## config.mk

```make
export PLATFORM = sky130hd
export DESIGN_NAME = ordered_value_list
export DESIGN_NICKNAME = d
export VERILOG_FILES = /design/src/sv/ovl_pkg.sv /design/src/sv/ovl_store.sv /design/src/sv/ordered_value_list.sv
export SDC_FILE = /design/constraint.sdc
export NUM_CORES = 2
export LEC_CHECK = 0
export BUFFER_PORTS_ARGS = -buffer_cell sky130_fd_sc_hd__buf_2
export CAP_MARGIN = 30
export CELL_PAD_IN_SITES_DETAIL_PLACEMENT = 0
export CELL_PAD_IN_SITES_GLOBAL_PLACEMENT = 1
export CORE_MARGIN = 1
export CORE_UTILIZATION = 50
export DETAILED_ROUTE_END_ITERATION = 12
export PLACE_DENSITY = 0.78
export SLEW_MARGIN = 20
export SYNTH_ARGS = -nofsm -noshare
export SYNTH_HDL_FRONTEND = slang
export SYNTH_HIERARCHICAL = 1
export SYNTH_SLANG_ARGS = --single-unit
```

## constraint.sdc

```tcl
create_clock -name clk_i -period 5.38 [get_ports clk_i]
set_input_delay 0.538 -clock clk_i [delete_from_list [all_inputs] [get_ports clk_i]]
set_output_delay 0.538 -clock clk_i [all_outputs]
set_load 0.01 [all_outputs]
```

## src/sv/ovl_pkg.sv

```systemverilog
// Shared codes and the float equality function for the ordered value list.
package ovl_pkg;

  localparam int unsigned OpW     = 2;
  localparam int unsigned StatusW = 2;
  localparam int unsigned ValueW  = 32;
  localparam int unsigned CountW  = 7;

  localparam logic [OpW-1:0] OP_APPEND       = 2'd0;
  localparam logic [OpW-1:0] OP_REMOVE_LAST  = 2'd1;
  localparam logic [OpW-1:0] OP_REMOVE_VALUE = 2'd2;

  localparam logic [StatusW-1:0] ST_DONE      = 2'd0;
  localparam logic [StatusW-1:0] ST_EMPTY     = 2'd1;
  localparam logic [StatusW-1:0] ST_NOT_FOUND = 2'd2;
  localparam logic [StatusW-1:0] ST_FULL      = 2'd3;

  localparam logic [ValueW-2:0] InfMag = 31'h7F80_0000;

  // IEEE equality: +0 equals -0, a NaN equals nothing.
  function automatic logic fp_equal(input logic [ValueW-1:0] a, input logic [ValueW-1:0] b);
    logic nan_a;
    logic nan_b;
    logic zero_both;
    nan_a     = (a[ValueW-2:0] > InfMag);
    nan_b     = (b[ValueW-2:0] > InfMag);
    zero_both = (a[ValueW-2:0] == '0) && (b[ValueW-2:0] == '0);
    return !nan_a && !nan_b && ((a == b) || zero_both);
  endfunction

endpackage

```

## src/sv/ovl_store.sv

```systemverilog
// Entry memory: one write port, one read port with registered read data.
module ovl_store
  import ovl_pkg::*;
#(
  parameter int unsigned Depth = 64,
  parameter int unsigned AddrW = 6
) (
  input  logic              clk_i,
  input  logic              we_i,
  input  logic [AddrW-1:0]  waddr_i,
  input  logic [ValueW-1:0] wdata_i,
  input  logic              re_i,
  input  logic [AddrW-1:0]  raddr_i,
  output logic [ValueW-1:0] rdata_o
);

  logic [ValueW-1:0] mem_q [Depth];
  logic [ValueW-1:0] rdata_q;

  always_ff @(posedge clk_i) begin
    if (we_i) begin
      mem_q[waddr_i] <= wdata_i;
    end
  end

  always_ff @(posedge clk_i) begin
    if (re_i) begin
      rdata_q <= mem_q[raddr_i];
    end
  end

  assign rdata_o = rdata_q;

endmodule

```

## src/sv/ordered_value_list.sv

```systemverilog
// Top level of the ordered value list: control, count and result register.
//
//  channel | direction | handshake               | payload
//  --------+-----------+-------------------------+----------------------------------
//  in      | input     | in_valid_i / in_ready_o | op_i, value_i
//  out     | output    | out_valid_o/out_ready_i | status_o, entry_count_o, is_empty_o
//
// Append, remove-last and the unused op code finish in the accept cycle; the
// result word shows in the cycle after. Remove-value on a non-empty list
// streams the entries through the single read port of the entry memory, one
// per cycle, and writes each entry behind a match one place lower. Reset
// clears the control state, count and flags but not the memory; entries are
// never read before they are written, so the memory needs no clearing pass.
// The result register holds a stalled word; a new word is taken in the cycle
// the pending result leaves.
module ordered_value_list
  import ovl_pkg::*;
#(
  parameter int unsigned LIST_DEPTH = 64
) (
  input  logic               clk_i,
  input  logic               rst_ni,
  input  logic               in_valid_i,
  output logic               in_ready_o,
  input  logic [OpW-1:0]     op_i,
  input  logic [ValueW-1:0]  value_i,
  output logic               out_valid_o,
  input  logic               out_ready_i,
  output logic [StatusW-1:0] status_o,
  output logic [CountW-1:0]  entry_count_o,
  output logic               is_empty_o
);

  localparam int unsigned AW = $clog2(LIST_DEPTH);
  localparam int unsigned CW = $clog2(LIST_DEPTH + 1);
  localparam logic [CW-1:0] DepthC = CW'(LIST_DEPTH);
  localparam logic [CW-1:0] OneC   = CW'(1);

  typedef enum logic {
    S_IDLE,
    S_SCAN
  } state_e;

  state_e              state_q, state_d;
  logic [CW-1:0]       cnt_q, cnt_d;
  logic [CW-1:0]       rd_idx_q, rd_idx_d;   // next entry to read
  logic [CW-1:0]       pidx_q, pidx_d;       // entry whose data is on rdata
  logic                pend_q, pend_d;
  logic                found_q, found_d;
  logic [ValueW-1:0]   key_q, key_d;
  logic                out_valid_q, out_valid_d;
  logic [StatusW-1:0]  status_q, status_d;

  logic                accept;
  logic                mem_we, mem_re;
  logic [AW-1:0]       mem_waddr, mem_raddr;
  logic [ValueW-1:0]   mem_wdata, mem_rdata;
  logic [CW+CountW-1:0] cnt_ext;

  assign in_ready_o = (state_q == S_IDLE) && (!out_valid_q || out_ready_i);
  assign accept     = in_valid_i && in_ready_o;

  ovl_store #(
    .Depth (LIST_DEPTH),
    .AddrW (AW)
  ) u_store (
    .clk_i   (clk_i),
    .we_i    (mem_we),
    .waddr_i (mem_waddr),
    .wdata_i (mem_wdata),
    .re_i    (mem_re),
    .raddr_i (mem_raddr),
    .rdata_o (mem_rdata)
  );

  always_comb begin
    state_d     = state_q;
    cnt_d       = cnt_q;
    rd_idx_d    = rd_idx_q;
    pidx_d      = pidx_q;
    pend_d      = 1'b0;
    found_d     = found_q;
    key_d       = key_q;
    out_valid_d = out_valid_q && !out_ready_i;
    status_d    = status_q;
    mem_we      = 1'b0;
    mem_waddr   = cnt_q[AW-1:0];
    mem_wdata   = value_i;
    mem_re      = 1'b0;
    mem_raddr   = rd_idx_q[AW-1:0];

    unique case (state_q)
      S_IDLE: begin
        if (accept) begin
          out_valid_d = 1'b1;
          status_d    = ST_DONE;
          case (op_i)
            OP_APPEND: begin
              if (cnt_q >= DepthC) begin
                status_d = ST_FULL;
              end else begin
                mem_we = 1'b1;
                cnt_d  = cnt_q + OneC;
              end
            end
            OP_REMOVE_LAST: begin
              if (cnt_q == '0) begin
                status_d = ST_EMPTY;
              end else begin
                cnt_d = cnt_q - OneC;
              end
            end
            OP_REMOVE_VALUE: begin
              if (cnt_q == '0) begin
                status_d = ST_EMPTY;
              end else begin
                // hold the result until the scan ends
                out_valid_d = 1'b0;
                key_d       = value_i;
                rd_idx_d    = '0;
                found_d     = 1'b0;
                state_d     = S_SCAN;
              end
            end
            default: begin
              status_d = ST_DONE;
            end
          endcase
        end
      end
      S_SCAN: begin
        // issue the next read while entries remain
        if (rd_idx_q < cnt_q) begin
          mem_re   = 1'b1;
          rd_idx_d = rd_idx_q + OneC;
          pend_d   = 1'b1;
          pidx_d   = rd_idx_q;
        end
        if (pend_q) begin
          if (found_q) begin
            // close the gap: move this entry one place toward the front
            mem_we    = 1'b1;
            mem_waddr = AW'(pidx_q - OneC);
            mem_wdata = mem_rdata;
          end else if (fp_equal(mem_rdata, key_q)) begin
            found_d = 1'b1;
          end
          if (pidx_q == cnt_q - OneC) begin
            out_valid_d = 1'b1;
            state_d     = S_IDLE;
            pend_d      = 1'b0;
            if (found_q || fp_equal(mem_rdata, key_q)) begin
              status_d = ST_DONE;
              cnt_d    = cnt_q - OneC;
            end else begin
              status_d = ST_NOT_FOUND;
            end
          end
        end
      end
      default: begin
        state_d = S_IDLE;
      end
    endcase
  end

  always_ff @(posedge clk_i or negedge rst_ni) begin
    if (!rst_ni) begin
      state_q     <= S_IDLE;
      cnt_q       <= '0;
      rd_idx_q    <= '0;
      pend_q      <= 1'b0;
      found_q     <= 1'b0;
      out_valid_q <= 1'b0;
    end else begin
      state_q     <= state_d;
      cnt_q       <= cnt_d;
      rd_idx_q    <= rd_idx_d;
      pend_q      <= pend_d;
      found_q     <= found_d;
      out_valid_q <= out_valid_d;
    end
  end

  always_ff @(posedge clk_i) begin
    pidx_q   <= pidx_d;
    key_q    <= key_d;
    status_q <= status_d;
  end

  // count is reported modulo the width of the result field
  assign cnt_ext       = {{CountW{1'b0}}, cnt_q};
  assign out_valid_o   = out_valid_q;
  assign status_o      = status_q;
  assign entry_count_o = cnt_ext[CountW-1:0];
  assign is_empty_o    = (cnt_q == '0);

  a_count_bounded: assert property (@(posedge clk_i) disable iff (!rst_ni)
    cnt_q <= DepthC)
    else $error("entry count above list depth");

  a_no_rw_collide: assert property (@(posedge clk_i) disable iff (!rst_ni)
    (mem_we && mem_re) |-> (mem_waddr != mem_raddr))
    else $error("shift write hits the entry being read");

  a_shift_addr: assert property (@(posedge clk_i) disable iff (!rst_ni)
    (state_q == S_SCAN && pend_q && found_q) |-> (pidx_q != '0))
    else $error("gap close below the first entry");

  a_remove_last: assert property (@(posedge clk_i) disable iff (!rst_ni)
    (accept && op_i == OP_REMOVE_LAST && cnt_q != '0)
      |=> (out_valid_o && cnt_q == $past(cnt_q) - OneC))
    else $error("remove-last did not drop one entry");

endmodule

```

After elaboration in Yosys (flattened, before gate mapping)
Memory sizes are Yosys's and may differ from the RTL's. A register that Yosys moved wholly into a read port is not among the register bits.
Cells that the tools add are included.
Widths: inputs -> output; s select.
- memories: 1
- input port bits: 38
- logic and storage cells: 117
- output and inout port bits: 12
- RAM bits: 2048
- bits in registers: 59
- bitwise logic cells: 2
- mux-type cells: 59
- reduce and logical (&&, ||, !) cells: 24
- equality and inequality tests: 14
- add/sub/neg operators: 4
- magnitude comparators: 4
- memories (memory ; words ; bits a word ; read ports ; clocked after Yosys merged registers in ; write ports ; line ; text):
    u_store.mem_q ; 64 ; 32 ; 1 ; 1 ; 1 ; ovl_store.sv:17 ; logic [ValueW-1:0] mem_q [Depth];
- operator list (cell ; number):
    $mux 32 ; 3
    $mux 7 ; 10
    $gt 31x31->1 const B ; 2
    $logic_not 31->1 ; 2
    $pmux 7 s2 ; 3
    $eq 32x32->1 ; 1
    $mux 1 ; 29
    $mux 6 ; 3
    $add 7x1->7 const B ; 2
    $reduce_and 4->1 ; 3
    $mux 2 ; 5
    $ne 2x1->1 const B ; 5
    $pmux 1 s2 ; 4
    $pmux 2 s2 ; 2
    $eq 7x7->1 ; 1
    $ge 7x7->1 const B ; 1
    $logic_not 7->1 ; 1
    $lt 7x7->1 ; 1
    $reduce_and 7->1 ; 1
    $sub 7x1->7 const B ; 1
    $logic_and 1x1->1 ; 6
    $ne 3x3->1 const B ; 2
    $sub 6x1->6 const B ; 1
    $logic_not 1->1 ; 4
    other kinds (10) ; 14

Longest topological paths before layout
- word-level depth: 9
- mapped depth: 11
- gate-level depth less buffers: 9

Hierarchy
Netlist, hierarchy kept.
- modules (own cells, without submodules) (module ; cells each ; sequential area each (µm²) ; instances ; area each (µm²)):
    ovl_store ; 3324 ; 62459.9 ; 1 ; 78835.6
    ordered_value_list ; 344 ; 1681.6 ; 1 ; 3777.4

Worst setup path before layout
OpenSTA, ideal clock, no wires.
- kind: register -> register
- start: reg state_q
- end: mem u_store.mem_q[49][0] (enable)
- library setup time: 0.461 ns
- cell stages (with the launch flop): 7
- clock period less this slack: 4.605 ns
- arrival: 4.144 ns
- data required time: 4.919 ns
- path slack: 0.775 ns
- buffers on the path: 2
- cells stage by stage: dfrtp_1 clkbuf_1 nand3_1 clkbuf_1 o21ai_0 nand4_1 nor3_1
- elaborated cells on any way between the ends: 8
- classes of those cells: mux: 5; bitwise: 1; reduce/logical: 2
- RTL lines (element ; line ; text):
    start, declared ; ordered_value_list.sv:44 ; state_e state_q, state_d;
    start signal, assigned ; ordered_value_list.sv:176 ; state_q <= state_d;
    $mux 6 ; ordered_value_list.sv:92 ; unique case (state_q)
    named net mem_waddr[0] ; ordered_value_list.sv:56 ; logic [AW-1:0] mem_waddr, mem_raddr;
    end, declared ; ovl_store.sv:17 ;
The timed path passes the listed nets, and every way through them passes these cells.

Worst setup path in the final report
- start: reg state_q
- end: mem u_store.mem_q[27][20] (enable)
The elaborated chain is that of the path after synthesis.

==> flow_summary.yaml <==
run_status:
  status: "finished clean"
worst_setup_path:
  ff2ff_setup_slack_ns: 0.67
  crit_chain: "nand3_2, o21ai_0, nand3b_1, nor2_4, buf_4"
  startpoint: "state_q"
  critPathCapture: "u_store/mem_q[27][20]"
  cp_num_cells: 5
  path_buf_inv: 1
  crit_path_top_delay_cell: "o21ai_0"
  end_kind: "flip-flop"
  start_kind: "flip-flop"
  crit_path_max_fanout: 19
  r2r_start: "state_q"
  cpPeakStageDelay_ns: 0.96
  worstPathRequired_ns: 5.86
  arrival_ns: 5.20
  critical_path.top_delay_family: "simple AND/OR/NAND/NOR gates"
  crit_type: "reg -> reg"
  r2r-end: "u_store/mem_q[27][20]"
  worst_r2r_path_depth: 5
placed_design:
  place_ws_ns: 0.683
  hpwlAfterDp_microns: 121000
  gp_congestion: 0.893
  placed_area_sq_um: 86700
  io_buffers: 49
timing:
  worst_slew_pin_slew_ns: 1.08
  fin_setup_tns_ns: 0
  period_share: 0.876
  finalHoldViolations: 0
  slew_viol_final: 0
  rsz0062_at_grt: "false"
  fin_crit_ns: 4.71
  fin_ws_ns: 0.667
  max_freq_mhz: 212
  maxSlewHeadroom: 0.271
  setup_viol: 0
  whs_ns: 0.181
  finClkSkew_ns: 0.0651
synthesis:
  synth_async_sr_flop_share: 0.00842
  synthesis.area_sq_um: 82600
  synth_edf_count: 2121
  synth_flop_cell: "edfxtp_1"
  ys_seq_elements: 2139
  syn-mean-instance-area_sq_um: 22.5
  yosys_warnings: 6
  ys_types: 62
  syn_nets: 3720
  yosysSeqAreaShare: 0.776
  synthCells: 3668
run:
  maxCapViolCount: 0
floorplan:
  num_rows: 148
  die_w_microns: 408
  start_util: 0.506
  fp.coreArea_sq_um: 163000
  dieArea_sq_um: 167000
  fp.dieH_microns: 408
  io_pins: 50
clock_network:
  clock_path_buffers: 3
  cts_buffers: 202
  h-tree-depth: 4
  cts_root_buf: "clkbuf_16"
  clk_latency_ns: 0.86
  cts.sinks: 2139
  path_clk_slew_ns: 0.06
  cts_tree: "done"
global_routing:
  grt_max_degree: 90
  grt_pass1_vias: 40280
  track_usage: 0.247
  antenna_found_initial: 6
  overflow: 0
  grt_pass1_wl_microns: 293000
final_layout:
  regArea_sq_um: 64200
  mostFrequentLayoutCells: "2,121 x edfxtp_1, 544 x mux4_2, 202 x clkbuf_16"
  synthToLayoutAreaGrowth_pct: 13.3
  drive_gt1_frac: 0.286
  fillers: 11488
  fin_area_sq_um: 93600
  final_common_cell: "edfxtp_1"
  multi_input_area_sq_um: 18000
  fin_nets: 3989
routing:
  drt_iter0_markers: 5434
  via_count: 40112
  drc: 0
  postRouteAntennaNets: 0
  avgRoutedWirePerCell_microns: 32.7
  drtPass1Iterations: 6
  wirelength_microns: 205000
  vias_per_cell: 6.39
worst_hold_path:
  hold_class: "in -> async"
pwr:
  p_leak_uw: 0.0290
  irDropWorstVdd_v: 0.000579
  power_density_nw_per_um2: 482
synthesized netlist by cell type, types with 4 or more instances:
library cell  instances  area (sq um)
dfrtp_1              18           450
and3_1                5          31.3
xnor2_1               9          78.8
or3b_2                4          35.0
nand3_1              13          65.1
o31ai_1               4          30.0
buf_1                21          78.8
buf_2                58           290
buf_6                 5          56.3
nand4_1              11          68.8
nor3_1               15          75.1
clkbuf_1             82           308
edfxtp_1           2121         63700
nor2_1              153           574
a311oi_1              9          78.8
xor2_1               43           377
nand3b_1              8          60.1
a22oi_1              14           105
nor4_1               23           144
o22ai_1              85           532
a41o_1                4          40.0
nand2_1              42           158
mux2i_1              94           941
or3_1                 6          37.5
nor2b_1              17           106
buf_4                26           195
a211oi_1              5          37.5
mux4_2              544         12300
o21ai_0              15          75.1
nand2b_1              9          56.3
o32ai_1               4          35.0
a21oi_1              69           345
mux2_2               32           360
o221ai_1             27           236
inv_1                19          71.3
ha_1                 14           175
registers in the layout (all words and copies together), names as in the netlist:
| signal | flops |
|---|---|
| entry_count_o | 7 |
| u_store/mem_q | 2048 |
| pend_q | 1 |
| found_q | 1 |
| out_valid_o | 1 |
| rd_idx_q | 7 |
| state_q | 1 |
| key_q | 32 |
| pidx_q | 7 |
| u_store/rdata_o | 32 |
| status_o | 2 |
timing repair:
action / CTS / global route
hold buffers: 34 / 0
buffers inserted: 0 / 0
hold endpoints to repair: 51 / 0
resized for setup: 0 / 0
worst reg2reg max path, cell delays in order (launching register included):
cell and delay, ns:
dfrtp_1 0.74, nand3_2 0.41, o21ai_0 0.97, nand3b_1 0.88, nor2_4 0.96, buf_4 0.43
report_power, final:
group	internal (uW)	switching, uW	leakage (uW)
logic	5180	6720	0.00655
clock network	7740	6180	0.00318
registers	18700	619	0.0193
total	31600	13500	0.0290
through the flow:
stage	util	total power, uW	cells
final	0.573	45200	6281
after global routing	0.573	46500	6279
after CTS	0.573	45300	6273
after detailed placement	0.531	31400	5868
after global placement	0.530	31400	5864
after floorplan	-	27500	3668
worst min-delay path by stage:
stage,depth (start not counted),end,startpoint
final,2,rd_idx_q[1],rst_ni
after detailed placement,1,out_valid_o,out_valid_o
after global routing,2,rd_idx_q[1],rst_ni
after floorplan,0,entry_count_o[0],rst_ni
after CTS,2,rd_idx_q[1],rst_ni
after global placement,1,out_valid_o,out_valid_o
cell type report:
type	count	share of cell area
tap	2175	0.0291
multi-input combinational	1318	0.192
timing repair buffer	257	0.0235
antenna	2	0.0000535
sequential	2139	0.685
inverter	19	0.000762
clock buffer	240	0.0560
clock inverter	131	0.0135
metal layers:
layer / share of wire / wire length, microns / global-route usage / vias up
li1: - / - / - / 16128
met1: 0.38 / 78400 / 0.349 / 21379
met2: 0.48 / 98300 / 0.387 / 2281
met3: 0.10 / 21000 / 0.0472 / 324
met4: 0.036 / 7330 / 0.0912 / 0
met5: 0 / 0 / 0 / -
cell families (layout without fill, tap and decap cells):
logic type,after synthesis,count (layout),synth area share
adders and majority gates,14,14,0.00212
DFF,2139,2139,0.776
AOI/OAI and AO/OA,256,256,0.0208
muxes,670,670,0.164
and+or+nand+nor,326,326,0.0190
other,0,2,0
buffers and inverters,211,647,0.0121
xor gates and xnor gates,52,52,0.00551
Power figures use the tool's default switching activity.
